--- config.mk ---
export PLATFORM = sky130hd
export DESIGN_NAME = one_wire_bus_master
export DESIGN_NICKNAME = d
export VERILOG_FILES = /design/src/hdl/owb_pkg.sv /design/src/hdl/one_wire_bus_master.sv /design/src/hdl/owb_cfg_regs.sv /design/src/hdl/owb_core.sv
export SDC_FILE = /design/constraint.sdc
export NUM_CORES = 1
export LEC_CHECK = 0
export ABC_AREA = 1
export BUFFER_PORTS_ARGS = -buffer_cell sky130_fd_sc_hd__buf_2
export CORE_ASPECT_RATIO = 1.25
export CORE_MARGIN = 8
export CORE_UTILIZATION = 55
export DETAILED_ROUTE_END_ITERATION = 8
export PLACE_DENSITY = 0.82
export SYNTH_ARGS = -nofsm -noshare
export SYNTH_HDL_FRONTEND = slang
export SYNTH_SLANG_ARGS = --single-unit
--- constraint.sdc ---
create_clock -name clk -period 3.95 [get_ports clk]
set_input_delay 1.185 -clock clk [delete_from_list [all_inputs] [get_ports clk]]
set_output_delay 1.185 -clock clk [all_outputs]
set_load 0.005 [all_outputs]
--- src/hdl/owb_pkg.sv ---
// ---------------------------------------------------------------------------
// owb_pkg
// Shared types and constants of the 1-Wire bus master.
// ---------------------------------------------------------------------------
package owb_pkg;

  localparam int TIME_BITS = 10;
  localparam int BYTE_BITS = 8;
  localparam int BIT_IDX_W = $clog2(BYTE_BITS);
  localparam int REG_W     = 10;
  localparam int CFG_IDX_W = 4;
  localparam int IN_DATA_W  = 16;
  localparam int OUT_DATA_W = 16;

  localparam logic [TIME_BITS-1:0] TICK_MAX = {TIME_BITS{1'b1}};
  localparam logic [BIT_IDX_W-1:0] BIT_LAST = BIT_IDX_W'(BYTE_BITS - 1);

  localparam logic [1:0] MODE_TICK  = 2'd0;
  localparam logic [1:0] MODE_RESET = 2'd1;
  localparam logic [1:0] MODE_WRITE = 2'd2;
  localparam logic [1:0] MODE_READ  = 2'd3;

  localparam logic [CFG_IDX_W-1:0] REG_RESET_LOW    = 4'd0;
  localparam logic [CFG_IDX_W-1:0] REG_PRESENCE_WT  = 4'd1;
  localparam logic [CFG_IDX_W-1:0] REG_RESET_RECOV  = 4'd2;
  localparam logic [CFG_IDX_W-1:0] REG_WRITE_START  = 4'd3;
  localparam logic [CFG_IDX_W-1:0] REG_WRITE_HOLD   = 4'd4;
  localparam logic [CFG_IDX_W-1:0] REG_READ_START   = 4'd5;
  localparam logic [CFG_IDX_W-1:0] REG_READ_SAMPLE  = 4'd6;
  localparam logic [CFG_IDX_W-1:0] REG_READ_RECOV   = 4'd7;

  typedef enum logic [9:0] {
    PH_IDLE      = 10'b00_0000_0001,
    PH_RST_LOW   = 10'b00_0000_0010,
    PH_RST_WAIT  = 10'b00_0000_0100,
    PH_RST_RECOV = 10'b00_0000_1000,
    PH_WR_LOW    = 10'b00_0001_0000,
    PH_WR_HOLD   = 10'b00_0010_0000,
    PH_WR_REL    = 10'b00_0100_0000,
    PH_RD_LOW    = 10'b00_1000_0000,
    PH_RD_WAIT   = 10'b01_0000_0000,
    PH_RD_RECOV  = 10'b10_0000_0000
  } phase_t;

  typedef struct packed {
    logic [REG_W-1:0] reset_low;
    logic [REG_W-1:0] presence_wait;
    logic [REG_W-1:0] reset_recovery;
    logic [REG_W-1:0] write_start;
    logic [REG_W-1:0] write_hold;
    logic [REG_W-1:0] read_start;
    logic [REG_W-1:0] read_sample;
    logic [REG_W-1:0] read_recover;
  } cfg_t;

  typedef struct packed {
    logic [1:0]           mode;
    logic [BYTE_BITS-1:0] data_byte;
    logic                 line_in;
  } item_t;

  typedef struct packed {
    logic                 drive_low;
    logic                 busy_res;
    logic                 done_res;
    logic                 presence_bit;
    logic [BYTE_BITS-1:0] read_byte;
  } result_t;

endpackage

--- src/hdl/one_wire_bus_master.sv ---
// ---------------------------------------------------------------------------
// one_wire_bus_master
// 1-Wire bus master at standard speed, one item per bus tick.
// ---------------------------------------------------------------------------
// Each item on the in_ channel is one tick: the sampled bus level and an
// optional command (reset with presence detect, byte write, byte read).
// Every accepted item yields exactly one item on the out_ channel with the
// open-drain drive, busy and done flags, the presence sample and the last
// byte read. Commands that arrive while an operation runs are dropped.
// The user must load the timing registers through the cfg_ port only while
// idle; the block does not enforce this. Results are registered; one item
// can be taken every cycle unless the receiver stalls, since the sequencer
// state advances in a single pass. in_tready is high while the output
// register is empty or being drained, so a stalled receiver holds the
// current result and stops new input. Synchronous reset empties the output
// register, returns the sequencer to idle with presence high and the read
// byte zero, and restores the default timing values.
// ---------------------------------------------------------------------------
module one_wire_bus_master (
  input  logic                            clk,
  input  logic                            rst_n,
  input  logic                            in_tvalid,
  output logic                            in_tready,
  // mode[1:0], data_byte[9:2], line_in[10], zero fill
  input  logic [owb_pkg::IN_DATA_W-1:0]   in_tdata,
  output logic                            out_tvalid,
  input  logic                            out_tready,
  // drive_low[0], busy_res[1], done_res[2], presence_bit[3], read_byte[11:4]
  output logic [owb_pkg::OUT_DATA_W-1:0]  out_tdata,
  input  logic                            cfg_wr_en,
  input  logic [owb_pkg::CFG_IDX_W-1:0]   cfg_index,
  input  logic [owb_pkg::REG_W-1:0]       cfg_wdata
);
  import owb_pkg::*;

  cfg_t     cfg;
  item_t    item;
  result_t  res_nxt;
  result_t  res_r;
  logic     out_valid_r;
  logic     in_acc;

  assign in_tready = !out_valid_r || out_tready;
  assign in_acc    = in_tvalid && in_tready;

  assign item.mode      = in_tdata[1:0];
  assign item.data_byte = in_tdata[9:2];
  assign item.line_in   = in_tdata[10];

  owb_cfg_regs u_cfg (
    .clk       (clk),
    .rst_n     (rst_n),
    .cfg_wr_en (cfg_wr_en),
    .cfg_index (cfg_index),
    .cfg_wdata (cfg_wdata),
    .cfg       (cfg)
  );

  owb_core u_core (
    .clk     (clk),
    .rst_n   (rst_n),
    .advance (in_acc),
    .item    (item),
    .cfg     (cfg),
    .res_nxt (res_nxt)
  );

  always_ff @(posedge clk) begin
    if (!rst_n) begin
      out_valid_r <= 1'b0;
    end else if (in_acc) begin
      out_valid_r <= 1'b1;
    end else if (out_tready) begin
      out_valid_r <= 1'b0;
    end
  end

  always_ff @(posedge clk) begin
    if (in_acc) begin
      res_r <= res_nxt;
    end
  end

  assign out_tvalid = out_valid_r;
  assign out_tdata  = {4'b0000, res_r.read_byte, res_r.presence_bit, res_r.done_res,
                       res_r.busy_res, res_r.drive_low};

endmodule

--- src/hdl/owb_cfg_regs.sv ---
// ---------------------------------------------------------------------------
// owb_cfg_regs
// Timing register file, written through a plain write port.
// ---------------------------------------------------------------------------
module owb_cfg_regs (
  input  logic                           clk,
  input  logic                           rst_n,
  input  logic                           cfg_wr_en,
  input  logic [owb_pkg::CFG_IDX_W-1:0]  cfg_index,
  input  logic [owb_pkg::REG_W-1:0]      cfg_wdata,
  output owb_pkg::cfg_t                  cfg
);
  import owb_pkg::*;

  cfg_t cfg_r;

  always_ff @(posedge clk) begin
    if (!rst_n) begin
      cfg_r.reset_low      <= REG_W'(500);
      cfg_r.presence_wait  <= REG_W'(70);
      cfg_r.reset_recovery <= REG_W'(500);
      cfg_r.write_start    <= REG_W'(10);
      cfg_r.write_hold     <= REG_W'(50);
      cfg_r.read_start     <= REG_W'(5);
      cfg_r.read_sample    <= REG_W'(5);
      cfg_r.read_recover   <= REG_W'(50);
    end else if (cfg_wr_en) begin
      case (cfg_index)
        REG_RESET_LOW:   cfg_r.reset_low      <= cfg_wdata;
        REG_PRESENCE_WT: cfg_r.presence_wait  <= cfg_wdata;
        REG_RESET_RECOV: cfg_r.reset_recovery <= cfg_wdata;
        REG_WRITE_START: cfg_r.write_start    <= cfg_wdata;
        REG_WRITE_HOLD:  cfg_r.write_hold     <= cfg_wdata;
        REG_READ_START:  cfg_r.read_start     <= cfg_wdata;
        REG_READ_SAMPLE: cfg_r.read_sample    <= cfg_wdata;
        REG_READ_RECOV:  cfg_r.read_recover   <= cfg_wdata;
        default: ;
      endcase
    end
  end

  assign cfg = cfg_r;

endmodule

--- src/hdl/owb_core.sv ---
// ---------------------------------------------------------------------------
// owb_core
// Slot sequencer: phase, tick counter, bit index and shift byte, advanced
// by one tick for each accepted item.
// ---------------------------------------------------------------------------
module owb_core (
  input  logic              clk,
  input  logic              rst_n,
  input  logic              advance,
  input  owb_pkg::item_t    item,
  input  owb_pkg::cfg_t     cfg,
  output owb_pkg::result_t  res_nxt
);
  import owb_pkg::*;

  phase_t                 phase_r, phase_nxt;
  logic [TIME_BITS-1:0]   cnt_r, cnt_nxt;
  logic [BIT_IDX_W-1:0]   bidx_r, bidx_nxt;
  logic [BYTE_BITS-1:0]   shift_r, shift_nxt;
  logic                   pres_r, pres_nxt;
  logic [BYTE_BITS-1:0]   last_r, last_nxt;

  logic [REG_W-1:0]       len;
  logic [TIME_BITS-1:0]   cnt_inc;
  logic                   ends;
  logic                   drive;
  logic                   busy;
  logic                   done;

  always_comb begin
    phase_nxt = phase_r;
    cnt_nxt   = cnt_r;
    bidx_nxt  = bidx_r;
    shift_nxt = shift_r;
    pres_nxt  = pres_r;
    last_nxt  = last_r;
    drive     = 1'b0;
    done      = 1'b0;

    if (phase_r == PH_IDLE && item.mode != MODE_TICK) begin
      cnt_nxt  = '0;
      bidx_nxt = '0;
      case (item.mode)
        MODE_RESET: phase_nxt = PH_RST_LOW;
        MODE_WRITE: begin
          shift_nxt = item.data_byte;
          phase_nxt = PH_WR_LOW;
        end
        MODE_READ: begin
          shift_nxt = '0;
          phase_nxt = PH_RD_LOW;
        end
        default: ;
      endcase
    end

    busy = (phase_nxt != PH_IDLE);

    case (phase_nxt)
      PH_RST_LOW:   len = cfg.reset_low;
      PH_RST_WAIT:  len = cfg.presence_wait;
      PH_RST_RECOV: len = cfg.reset_recovery;
      PH_WR_LOW:    len = cfg.write_start;
      PH_WR_HOLD:   len = cfg.write_hold;
      PH_RD_LOW:    len = cfg.read_start;
      PH_RD_WAIT:   len = cfg.read_sample;
      PH_RD_RECOV:  len = cfg.read_recover;
      default:      len = '0;
    endcase

    cnt_inc = (cnt_nxt != TICK_MAX) ? cnt_nxt + TIME_BITS'(1) : cnt_nxt;
    ends    = (cnt_inc >= len) || (cnt_inc == TICK_MAX);

    case (phase_nxt)
      PH_IDLE: ;
      PH_RST_LOW: begin
        drive   = 1'b1;
        cnt_nxt = ends ? '0 : cnt_inc;
        if (ends) phase_nxt = PH_RST_WAIT;
      end
      PH_RST_WAIT: begin
        cnt_nxt = ends ? '0 : cnt_inc;
        if (ends) begin
          pres_nxt  = item.line_in;
          phase_nxt = PH_RST_RECOV;
        end
      end
      PH_RST_RECOV: begin
        cnt_nxt = ends ? '0 : cnt_inc;
        if (ends) begin
          done      = 1'b1;
          phase_nxt = PH_IDLE;
        end
      end
      PH_WR_LOW: begin
        drive   = 1'b1;
        cnt_nxt = ends ? '0 : cnt_inc;
        if (ends) phase_nxt = PH_WR_HOLD;
      end
      PH_WR_HOLD: begin
        drive   = ~shift_nxt[bidx_nxt];
        cnt_nxt = ends ? '0 : cnt_inc;
        if (ends) phase_nxt = PH_WR_REL;
      end
      PH_WR_REL: begin
        cnt_nxt = '0;
        if (bidx_nxt == BIT_LAST) begin
          done      = 1'b1;
          phase_nxt = PH_IDLE;
          bidx_nxt  = '0;
        end else begin
          bidx_nxt  = bidx_nxt + BIT_IDX_W'(1);
          phase_nxt = PH_WR_LOW;
        end
      end
      PH_RD_LOW: begin
        drive   = 1'b1;
        cnt_nxt = ends ? '0 : cnt_inc;
        if (ends) phase_nxt = PH_RD_WAIT;
      end
      PH_RD_WAIT: begin
        cnt_nxt = ends ? '0 : cnt_inc;
        if (ends) begin
          shift_nxt[bidx_nxt] = shift_nxt[bidx_nxt] | item.line_in;
          phase_nxt = PH_RD_RECOV;
        end
      end
      PH_RD_RECOV: begin
        cnt_nxt = ends ? '0 : cnt_inc;
        if (ends) begin
          if (bidx_nxt == BIT_LAST) begin
            done      = 1'b1;
            last_nxt  = shift_nxt;
            phase_nxt = PH_IDLE;
            bidx_nxt  = '0;
          end else begin
            bidx_nxt  = bidx_nxt + BIT_IDX_W'(1);
            phase_nxt = PH_RD_LOW;
          end
        end
      end
      default: phase_nxt = PH_IDLE;
    endcase

    res_nxt.drive_low    = drive;
    res_nxt.busy_res     = busy;
    res_nxt.done_res     = done;
    res_nxt.presence_bit = pres_nxt;
    res_nxt.read_byte    = last_nxt;
  end

  always_ff @(posedge clk) begin
    if (!rst_n) begin
      phase_r <= PH_IDLE;
      cnt_r   <= '0;
      bidx_r  <= '0;
      shift_r <= '0;
      pres_r  <= 1'b1;
      last_r  <= '0;
    end else if (advance) begin
      phase_r <= phase_nxt;
      cnt_r   <= cnt_nxt;
      bidx_r  <= bidx_nxt;
      shift_r <= shift_nxt;
      pres_r  <= pres_nxt;
      last_r  <= last_nxt;
    end
  end

endmodule

Yosys cells after proc, flatten, opt, wreduce, memory -nomap -nowiden
Cells that the tools add are included.
{"block": "totals", "reg_bits": 133, "latch_bits": 0, "mem_bits_rw": 0, "mem_bits_ro": 0, "in_bits": 35, "out_inout_bits": 18, "n_memories": 0}
{"block": "op_classes", "add_sub_neg": 2, "mul": 0, "div_mod_pow": 0, "magnitude_cmp": 3, "n_eq_ne": 25, "shift": 0, "n_mux": 43, "n_bitwise": 2, "n_reduce_logical": 19}
{"operator": "10-bit two-way mux", "count": 12}
{"operator": "10-bit case mux with 10 select lines", "count": 1}
{"operator": "10-bit case mux with 8 select lines", "count": 1}
{"operator": "8-bit two-way mux", "count": 7}
{"operator": "10-bit case mux with 3 select lines", "count": 1}
{"operator": "10-bit by 1-bit equality test with 1-bit output, second input constant", "count": 2}
{"operator": "10-bit equality test, second input constant", "count": 2}
{"operator": "10-bit case mux with 2 select lines", "count": 1}
{"operator": "4-bit by 3-bit equality test with 1-bit output, second input constant", "count": 4}
{"operator": "8-bit case mux with 2 select lines", "count": 1}
{"operator": "2-bit AND reduction", "count": 8}
{"operator": "10-bit by 1-bit adder with 10-bit output, second input constant", "count": 1}
{"operator": "10-bit by 2-bit equality test with 1-bit output, second input constant", "count": 1}
{"operator": "10-bit by 3-bit equality test with 1-bit output, second input constant", "count": 1}
{"operator": "10-bit by 4-bit equality test with 1-bit output, second input constant", "count": 1}
{"operator": "10-bit by 5-bit equality test with 1-bit output, second input constant", "count": 1}
{"operator": "10-bit by 6-bit equality test with 1-bit output, second input constant", "count": 1}
{"operator": "10-bit by 7-bit equality test with 1-bit output, second input constant", "count": 1}
{"operator": "10-bit by 8-bit equality test with 1-bit output, second input constant", "count": 1}
{"operator": "10-bit by 9-bit equality test with 1-bit output, second input constant", "count": 1}
{"operator": "10-bit >= comparator", "count": 1}
{"operator": "10-bit by 1-bit inequality test with 1-bit output, second input constant", "count": 1}
{"operator": "10-bit inequality test, second input constant", "count": 1}
{"operator": "1-bit two-way mux", "count": 9}
{"operator": "other kinds (25)", "count": 33}

Logic depth before layout (Yosys ltp)
Gate-level depths: netlist of run 1.
{"block": "depth", "depth_word": 10, "ltp_mapped": 31}

Hierarchy
A second synthesis of run 1 with hierarchy kept.
{"block": "unflattened", "cells_unflattened": 1164, "area_unflattened_um2": 7775.0}
{"mod": "owb_core", "instances": 1, "cells_per_inst": 695, "area_each_um2": 4207.8, "seq_area_each_um2": 800.8}
{"mod": "owb_cfg_regs", "instances": 1, "cells_per_inst": 445, "area_each_um2": 3121.7, "seq_area_each_um2": 1601.5}
{"mod": "one_wire_bus_master", "instances": 1, "cells_per_inst": 24, "area_each_um2": 445.4, "seq_area_each_um2": 380.4}

Worst setup path before layout of run 1
No wires, ideal clock.
{"block": "synth_path", "path_type": "in2reg", "startpoint": "input in_tdata[0] (netlist bit)", "endpoint": "register res_r, in the netlist out_tdata[4] (data pin)", "arrival_time_ns": 3.984, "required_time_ns": 3.692, "path_slack_ns": -0.292, "cell_stages": 24, "n_path_buf": 2, "path_cell_list": "inv_1 > nand2_1 > nand3_4 > buf_6 > nand2_1 > inv_1 > ha_1 > nand2_1 > inv_1 > nand3_4 > nor2_4 > nand3_4 > nand2_1 > nand2_1 > ha_1 > inv_1 > nor2_1 > o211ai_1 > o2111ai_1 > a31oi_1 > nand2_4 > buf_6 > nand4_1 > nand2_1"}
{"item": "start, declared", "line_no": "one_wire_bus_master.sv:25", "text": "input logic [owb_pkg::IN_DATA_W-1:0] in_tdata,"}
{"item": "end signal, assigned", "line_no": "one_wire_bus_master.sv:80", "text": "res_r <= res_nxt;"}
{"item": "end, declared", "line_no": "one_wire_bus_master.sv:39", "text": "result_t res_r;"}

Final worst setup path of run 1
{"block": "layout_path", "startpoint": "input in_tdata[1] (netlist bit)", "endpoint": "register u_core.bidx_r[0]"}
{"block": "layout_via", "elab_chain_len": 9}
{"item": "2-bit nonzero test, or another cell as far along", "line_no": "owb_core.sv:40", "text": "if (phase_r == PH_IDLE && item.mode != MODE_TICK) begin"}
{"item": "1-bit logical AND / 10-bit case mux with 3 select lines (equally long branches)", "line_no": "owb_core.sv:40, owb_core.sv:43"}
{"item": "10-bit two-way mux", "line_no": "owb_core.sv:40"}
{"item": "10-bit by 1-bit adder with 10-bit output, or another cell as far along", "line_no": "owb_core.sv:71", "text": "cnt_inc = (cnt_nxt != TICK_MAX) ? cnt_nxt + TIME_BITS'(1) : cnt_nxt;"}
{"item": "10-bit two-way mux / 10-bit case mux with 8 select lines (equally long branches)", "line_no": "owb_core.sv:71, owb_core.sv:59"}
{"item": "10-bit >= comparator / 10-bit equality test (equally long branches)", "line_no": "owb_core.sv:72", "text": "ends = (cnt_inc >= len) || (cnt_inc == TICK_MAX);"}
{"item": "1-bit logical OR", "line_no": "owb_core.sv:72"}
{"item": "3-bit two-way mux", "line_no": "owb_core.sv:130", "text": "if (ends) begin"}
{"item": "3-bit case mux with 2 select lines *", "line_no": "owb_core.sv:74", "text": "case (phase_nxt)"}
{"item": "end signal, assigned", "line_no": "owb_core.sv:163", "text": "bidx_r <= bidx_nxt;"}
{"item": "end, declared", "line_no": "owb_core.sv:18", "text": "logic [BIT_IDX_W-1:0] bidx_r, bidx_nxt;"}
Every way passes the cells marked *; elsewhere a longest branch is shown, timed or not.
A chain may end at the register's enable or synchronous reset.

==> results.md, run 1 <==
- Status: complete, but fails checks
- Failing checks: setup timing
- Die width: 118 um
- Final setup skew: 0.00854 ns
- Crit Path Category: primary input to register
- Most frequent CP cell: buf_6
- Top delay family on crit path: simple AND/OR/NAND/NOR gates
- First-pass GRT wire length: 36,400 um
- Most common cell after layout, fill and taps aside: nand2_1
- Worst hold start: u_cfg.cfg[79]
- Clock Path Buffers: 2
- Vias: 7,978
- N_diodes: 0
- Crit path launch: in_tdata[1]
- Initial core utilization: 0.564
- Tightest Pin Transition: 0.936 ns
- Total CTS buffers: 17
- Clock-pin slew on the worst setup and hold paths: 0.06 ns
- Share of layout cells above drive strength 1: 0.279
- Clock sink count: 133
- Area Growth Syn to Fin: 34.3%
- Standard-cell row count: 46
- Initial DRC Count: 767
- Root Driver: clkbuf_16
- Start of the worst register-to-register path: u_core.phase_r[0]
- DR vias/cell: 5.85
- Max_slew headroom: 0.375
- Syn. warnings: 0
- Die ar.: 16,900 um2
- Buffers on Ports: 43
- TritonRoute pass-1 iters: 6
- Grt met1 use: 0.275
- Unrepaired setup endpoints after global routing: true
- Final setup margin: -0.195 ns
- Mapped Area: 7140 um2
- Global placer's final weighted congestion: 0.931
- Pre-CTS setup slack: -0.888 ns
- Cell variety after synth: 39
- Hold slack final: 0.455 ns
- Met2 GRT Util: 0.476
- Max Slew Vio Count: 0
- Clk_lat worst skew: 0.44 ns
- # DRC: 0
- Crit start category: primary input
- Post-route minimum period: 4.14 ns
- Fin. Hold Viols: 0
- H-tree levels: 4
- Met3 Usage GRT: 0.0620
- DRT antenna net count: 0
- Most frequent cells in the layout: nand2_1 (216), dfxtp_1 (121), nor2_1 (115)
- Max Cap Violations: 0
- Gr usage total: 0.267
- Worst Path Required: 4.32 ns
- CP max FO: 7
- Hold WC Path Type: register to register
- Final setup viols: 50
- Global route hottest layer: met2
- Worst setup EP type: register
- Max Clock Freq: 0.241 GHz
- Die height: 143 um
- Slowest CP cell: nor2_4
- Synth Instances: 1,041
- Hold_buf cts: 0
- Static leakage: 4.31 nW
- Largest net degree at the start of global routing: 91
- Mean Syn Cell Area: 6.86 um2
- Vias in the first global route: 7,711
- Drt total wl: 23,500 um
- DP Wirelength: 14,200 um
- #FFs+latches synth: 133
- Sequential area share after synthesis: 0.390
- VDD IR max: 0.383 mV
- Drt wl/cell: 17.2 um
- Core area: 12,700 um2
- Power Density: 416 nW/um2
- Tcrit/Tclk final: 1.05
- Critical path buffers and inverters: 10
- IO Pins: 53
- Initial antenna violation count: 0
- Critical path's largest stage delay: 0.23 ns
- Grt ovf: 0
- Total power: 3.99 mW
- Final nets: 1,231
- TritonCTS clock tree: built
- CP arrival: 4.52 ns
path summary, 6_finish.rpt:
| kind | end | slack [ns] | depth (start not counted) |
|---|---|---|---|
| max | u_core.bidx_r[0] | -0.19 | 28 |
| min | u_cfg.cfg[79] | 0.46 | 2 |
| max reg2reg | u_core.bidx_r[0] | -0.11 | 29 |
| min reg2reg | u_cfg.cfg[79] | 0.46 | 2 |
power breakdown:
part           leakage (nW)  switching [mW]  internal, mW
Clock                 0.281           0.623         0.962
Combinational          2.93           0.559         0.401
Sequential             1.10          0.0293          1.41
Total                  4.31            1.21          2.78
registers in the layout, indices dropped and copies added (netlist names):
register	flops
u_cfg.cfg	80
out_tdata	12
u_core.cnt_r	10
u_core.phase_r	10
u_core.last_r	8
u_core.shift_r	8
u_core.bidx_r	3
out_tvalid	1
u_core.pres_r	1
cell families (layout without fill, tap and decap cells):
| kind of cell | after synthesis | count (layout) | synth area share |
|---|---|---|---|
| and+or+nand+nor | 508 | 510 | 0.316 |
| buffers and inverters | 175 | 324 | 0.103 |
| other | 1 | 4 | 0.000525 |
| xor gates and xnor gates | 3 | 3 | 0.00368 |
| adders and majority gates | 13 | 13 | 0.0228 |
| AOI/OAI and AO/OA | 208 | 208 | 0.164 |
| DFF | 133 | 133 | 0.390 |
stage by stage:
step	setup TNS, ns	utilization	instance area [um2]	instances
after floorplan	-1.03	-	7280	1044
after global routing	-15.93	0.757	9590	1363
after detailed placement	-40.18	0.650	8230	1307
after CTS	0	0.735	9300	1356
after global placement	-36.55	0.650	8230	1307
final	-6.82	0.757	9590	1363
synth_stat cells, drive strengths merged:
cell type  count  area share
a21boi         1      0.0011
o2111ai        2      0.0025
xnor2          2      0.0025
ha            13       0.023
xor2           1      0.0012
o21bai         3      0.0032
o21ai        100       0.070
nand3         84       0.069
o221ai         1      0.0012
dfxtp        121        0.34
edfxtp        12       0.050
nor3           9      0.0063
buf           20       0.021
conb           1     0.00053
o22ai          7      0.0061
clkinv         5      0.0026
nor4           4      0.0035
o211ai        15       0.016
nand4         22       0.019
clkbuf        34       0.018
a22o           6      0.0074
a2111oi        5      0.0061
inv          116       0.061
a21oi         53       0.037
a221oi         2      0.0025
nor2         133       0.079
nand2        256        0.14
a31oi         13       0.011
tightest hold or removal path, delay by kind of cell, from the launching register on:
kind | cells | cell delay (ns)
flops | 1 | 0.30
buf+inv | 1 | 0.06
compound gates | 1 | 0.05
repair_timing:
item | in CTS | in global routing
setup endpoints to repair | 50 | 50
resized for setup | 90 | 54
pin swaps | 35 | 29
cloned | 2 | 0
setup buffers | 16 | 8
area by class of cell:
| class | instances | area, um2 |
|---|---|---|
| well taps | 168 | 210 |
| clock buffers | 20 | 458 |
| clock inverters | 11 | 126 |
| fillers | 851 | 3070 |
| inverters | 121 | 518 |
| repair buffers | 172 | 1330 |
| multi-input cells | 738 | 4170 |
| flip-flops and latches | 133 | 2780 |
metal layers:
layer	up-vias	routed length, um
li1	3713	-
met1	3690	8310
met2	445	11700
met5	-	0
met4	0	1470
met3	130	1950
Note: power is estimated with default switching activity, not from simulation.
==> inputs of run 2 (changes only) <==
--- a/config.mk
+++ b/config.mk
@@ -11,7 +11,8 @@
 export CORE_MARGIN = 8
 export CORE_UTILIZATION = 55
 export DETAILED_ROUTE_END_ITERATION = 8
-export PLACE_DENSITY = 0.82
+export PLACE_DENSITY = 0.81
 export SYNTH_ARGS = -nofsm -noshare
 export SYNTH_HDL_FRONTEND = slang
+export SYNTH_HIERARCHICAL = 1
 export SYNTH_SLANG_ARGS = --single-unit
==> run 2 against run 1 <==
The flow still finishes with violations (setup timing). Hold slack better by 0.0095 ns. Critical path depth is the same. Non-clock buffer count unchanged. Utilization down 3.0 points. Final cell count rose by 9.5%. Synthesized cell count rose by 12%. Die area increased by 7.8%. Clock skew is 0.0021 ns higher. Setup slack lost 0.25 ns. Flip-flop and latch count did not move.
==> results.md, run 2 <==
- Hold WC Path Type: register to register
- Most frequent cells in the layout: nand2_1 (332), nor2_1 (161), dfxtp_1 (121)
- Vias in the first global route: 8,124 (+5.4%)
- Syn. warnings: 6 (+6)
- CP arrival: 4.67 ns (+0.15 ns)
- Static leakage: 4.84 nW (+12%)
- Final setup viols: 50 (unchanged)
- Setup TNS: -16.73 ns (-9.90 ns)
- VDD IR max: 0.280 mV (-27%)
- Max Clock Freq: 0.228 GHz (-5.6%)
- Status: complete, but fails checks
- Clock-pin slew on the worst setup and hold paths: 0.06 ns (about the same)
- Clock network fraction of total power: 0.372 (-0.026)
- Internal Pwr Total: 2.71 mW (-2.5%)
- Post-route insts no fill: 1,492 (+9.5%)
- Commonest cells post-synth: nand2_1 (350), nor2_1 (163), inv_1 (123)
- Synth area leader: dfxtp_1
- DR vias/cell: 5.71 (-2.5%)
- Grt ovf: 0 (unchanged)
- Unrepaired setup endpoints after global routing: true
- N_diodes: 0 (unchanged)
- Initial DRC Count: 965 (+26%)
- Critical path buffers and inverters: 7 (-3)
- Die width: 122 um (+3.8%)
- Area contributors post-synth: dfxtp_1 (31%), nand2_1 (17%), nor2_1 (7.9%)
- H-tree levels: 4 (unchanged)
- IO Pins: 53 (unchanged)
- Synth Instances: 1,164 (+12%)
- Sequential area share after synthesis: 0.358 (-0.0318)
- Fin. Hold Viols: 0 (unchanged)
- Share of layout cells above drive strength 1: 0.274 (-0.00455)
- Worst Path Required: 4.23 ns (-0.09 ns)
- Most used DFF post-synth: dfxtp_1
- Drt wl/cell: 16.5 um (-4.4%)
- #FFs+latches synth: 133 (unchanged)
- Gr usage total: 0.253 (-0.0140)
- Power Density: 403 nW/um2 (-3.1%)
- Critical path's largest stage delay: 0.32 ns (+0.09 ns)
- Filler Cells Inserted: 1,013 (+19%)
- Total CTS buffers: 17 (unchanged)
- Synth top area share: 0.312 (-0.0277)
- DRT antenna net count: 0 (unchanged)
- Final nets: 1,352 (+9.8%)
- Crit start category: primary input
- Buffers on Ports: 43 (unchanged)
- Die height: 149 um (+3.9%)
- Drt total wl: 24,600 um (+4.6%)
- Global placer's final weighted congestion: 0.904 (-3.0%)
- Mean Syn Cell Area: 6.68 um2 (-2.6%)
- Initial core utilization: 0.563 (-0.00107)
- Post-route minimum period: 4.39 ns (+0.245 ns)
- Tightest Pin Transition: 1.04 ns (+0.0992 ns)
- Max_slew headroom: 0.309 (-0.0662)
- Area Growth Syn to Fin: 29.2%
- Clk_lat worst skew: 0.43 ns (about the same)
- First-pass GRT wire length: 37,100 um (+1.7%)
- Vias: 8,514 (+6.7%)
- Sequential power share: 0.357 (-0.005)
- Pre-CTS setup slack: -1.00 ns (-0.115 ns)
- Layout Utilization: 0.727 (-0.0301)
- Most frequent CP cell: nand2_2
- # DRC: 0 (unchanged)
- Clock sink count: 133 (unchanged)
- Number of flip-flops in the largest register: 80 (unchanged)
- Die ar.: 18,200 um2 (+7.8%)
- CP max FO: 9 (+2)
- Largest net degree at the start of global routing: 62 (-32%)
- Max Cap Violations: 0 (unchanged)
- TritonRoute pass-1 iters: 5 (-1)
- Total power: 4.05 mW (+1.5%)
- Final setup skew: 0.0106 ns (+0.00206 ns)
- Top-count cell post-synth: nand2_1
- Failing checks: setup timing
- Most common cell after layout, fill and taps aside: nand2_1
- Core area: 13,800 um2 (+9.1%)
- Root Driver: clkbuf_16
- Crit Path Category: primary input to register
- DP Wirelength: 15,100 um (+6.1%)
- Mapped Area: 7770 um2 (+8.9%)
- Initial antenna violation count: 0 (unchanged)
- Clock Path Buffers: 2 (unchanged)
- Combinational Power Share: 0.271 (+0.030)
- Post-synth EDFFs: 12 (unchanged)
- P_sw: 1.34 mW (+11%)
- TritonCTS clock tree: built
- Top delay family on crit path: simple AND/OR/NAND/NOR gates
- Fraction of registers with async set or reset after synthesis: 0 (unchanged)
- Slowest CP cell: ha_1
- Standard-cell row count: 48 (+4.3%)
- Cells after DPL: 1,443 (+10%)
- Tcrit/Tclk final: 1.11 (+0.0621)
- Max Slew Vio Count: 0 (unchanged)
- Cell variety after synth: 50 (+28%)
- Worst setup EP type: register
- Sw Share: 0.331 (+0.0277)
- Final setup margin: -0.440 ns (-0.245 ns)
==> run 2: changes by cell type after synthesis, sizes merged, moves of 6 or more <==
| cell | before | now |
|---|---|---|
| nand3 | 84 | 105 |
| inv | 116 | 136 |
| clkbuf | 34 | 16 |
| a21oi | 53 | 31 |
| nor2 | 133 | 185 |
| nand2 | 256 | 376 |
| buf | 20 | 38 |
| a221oi | 2 | 8 |
| nand4 | 22 | 29 |
| o211ai | 15 | 5 |
| o21ai | 100 | 30 |
==> run 2: per-layer routing <==
metal,wire [um],GRT usage,part of all wire,up-vias
met1,8890,0.263,0.36,3920
met5,0,0,0,-
met3,1720,0.0527,0.070,131
li1,-,-,-,4018
met4,1680,0.170,0.068,0
met2,12300,0.447,0.50,445
==> run 2: power by group through the flow <==
stage / sequential (mW) / clock [mW] / combinational, mW
after floorplan: 1.47 / 0 / 0.605
after global placement: 1.47 / 0 / 0.812
after detailed placement: 1.47 / 0 / 0.830
after CTS: 1.44 / 1.52 / 0.977
after global routing: 1.45 / 1.58 / 1.17
final: 1.44 / 1.51 / 1.10
==> run 2: tightest hold or removal path: cells and delay by family (launching register included) <==
kind / cells / cell delay, ns
flip-flops: 1 / 0.33
AND/OR/NAND/NOR: 2 / 0.10
==> run 2: path summary, 6_finish.rpt <==
kind	start	end	slack, ns	depth (start not counted)
worst max-delay path	in_tdata[1]	u_core/phase_r[2]	-0.44	28
worst min-delay path	u_cfg/cfg[31]	u_cfg/cfg[31]	0.46	2
worst max register to register	u_core/phase_r[2]	u_core/phase_r[2]	-0.24	26
worst min register to register	u_cfg/cfg[31]	u_cfg/cfg[31]	0.46	2
==> run 2: layout make-up <==
cell class,count,area [um2],area share
Clock buffer,20,468,0.0466
Clock inverter,12,92.6,0.00922
Inverter,137,571,0.0568
Multi-Input combinational cell,843,4610,0.459
Sequential cell,133,2780,0.277
Tap cell,175,219,0.0218
Timing Repair Buffer,172,1300,0.129
==> run 2: cells by family after synthesis <==
logic type / after synthesis / synth area share
AND/OR/NAND/NOR: 707 / 0.412
buffers and inverters: 191 / 0.109
flip-flops: 133 / 0.358
AO/OA/AOI/OAI: 117 / 0.0974
adder cells (fa/ha/maj): 13 / 0.0209
XOR/XNOR: 2 / 0.00225
other: 1 / 0.000482
==> run 2: per-stage QoR <==
stage	area, um2	hold WS [ns]
after global placement	8880	0.439
after CTS	9810	0.464
final	10000	0.465
after floorplan	7930	0.429
after detailed placement	8880	0.444
after global routing	10000	0.486
==> run 2: repair_timing <==
| action | 4_1_cts | 5_1_grt |
|---|---|---|
| hold endpoints to repair | 0 | 0 |
| cloned | 1 | 0 |
| buffers inserted | 12 | 4 |
| hold buffers | 0 | 0 |
| gates resized for setup | 58 | 48 |
| pin swaps | 30 | 25 |
| endpoints found under the setup margin | 50 | 50 |
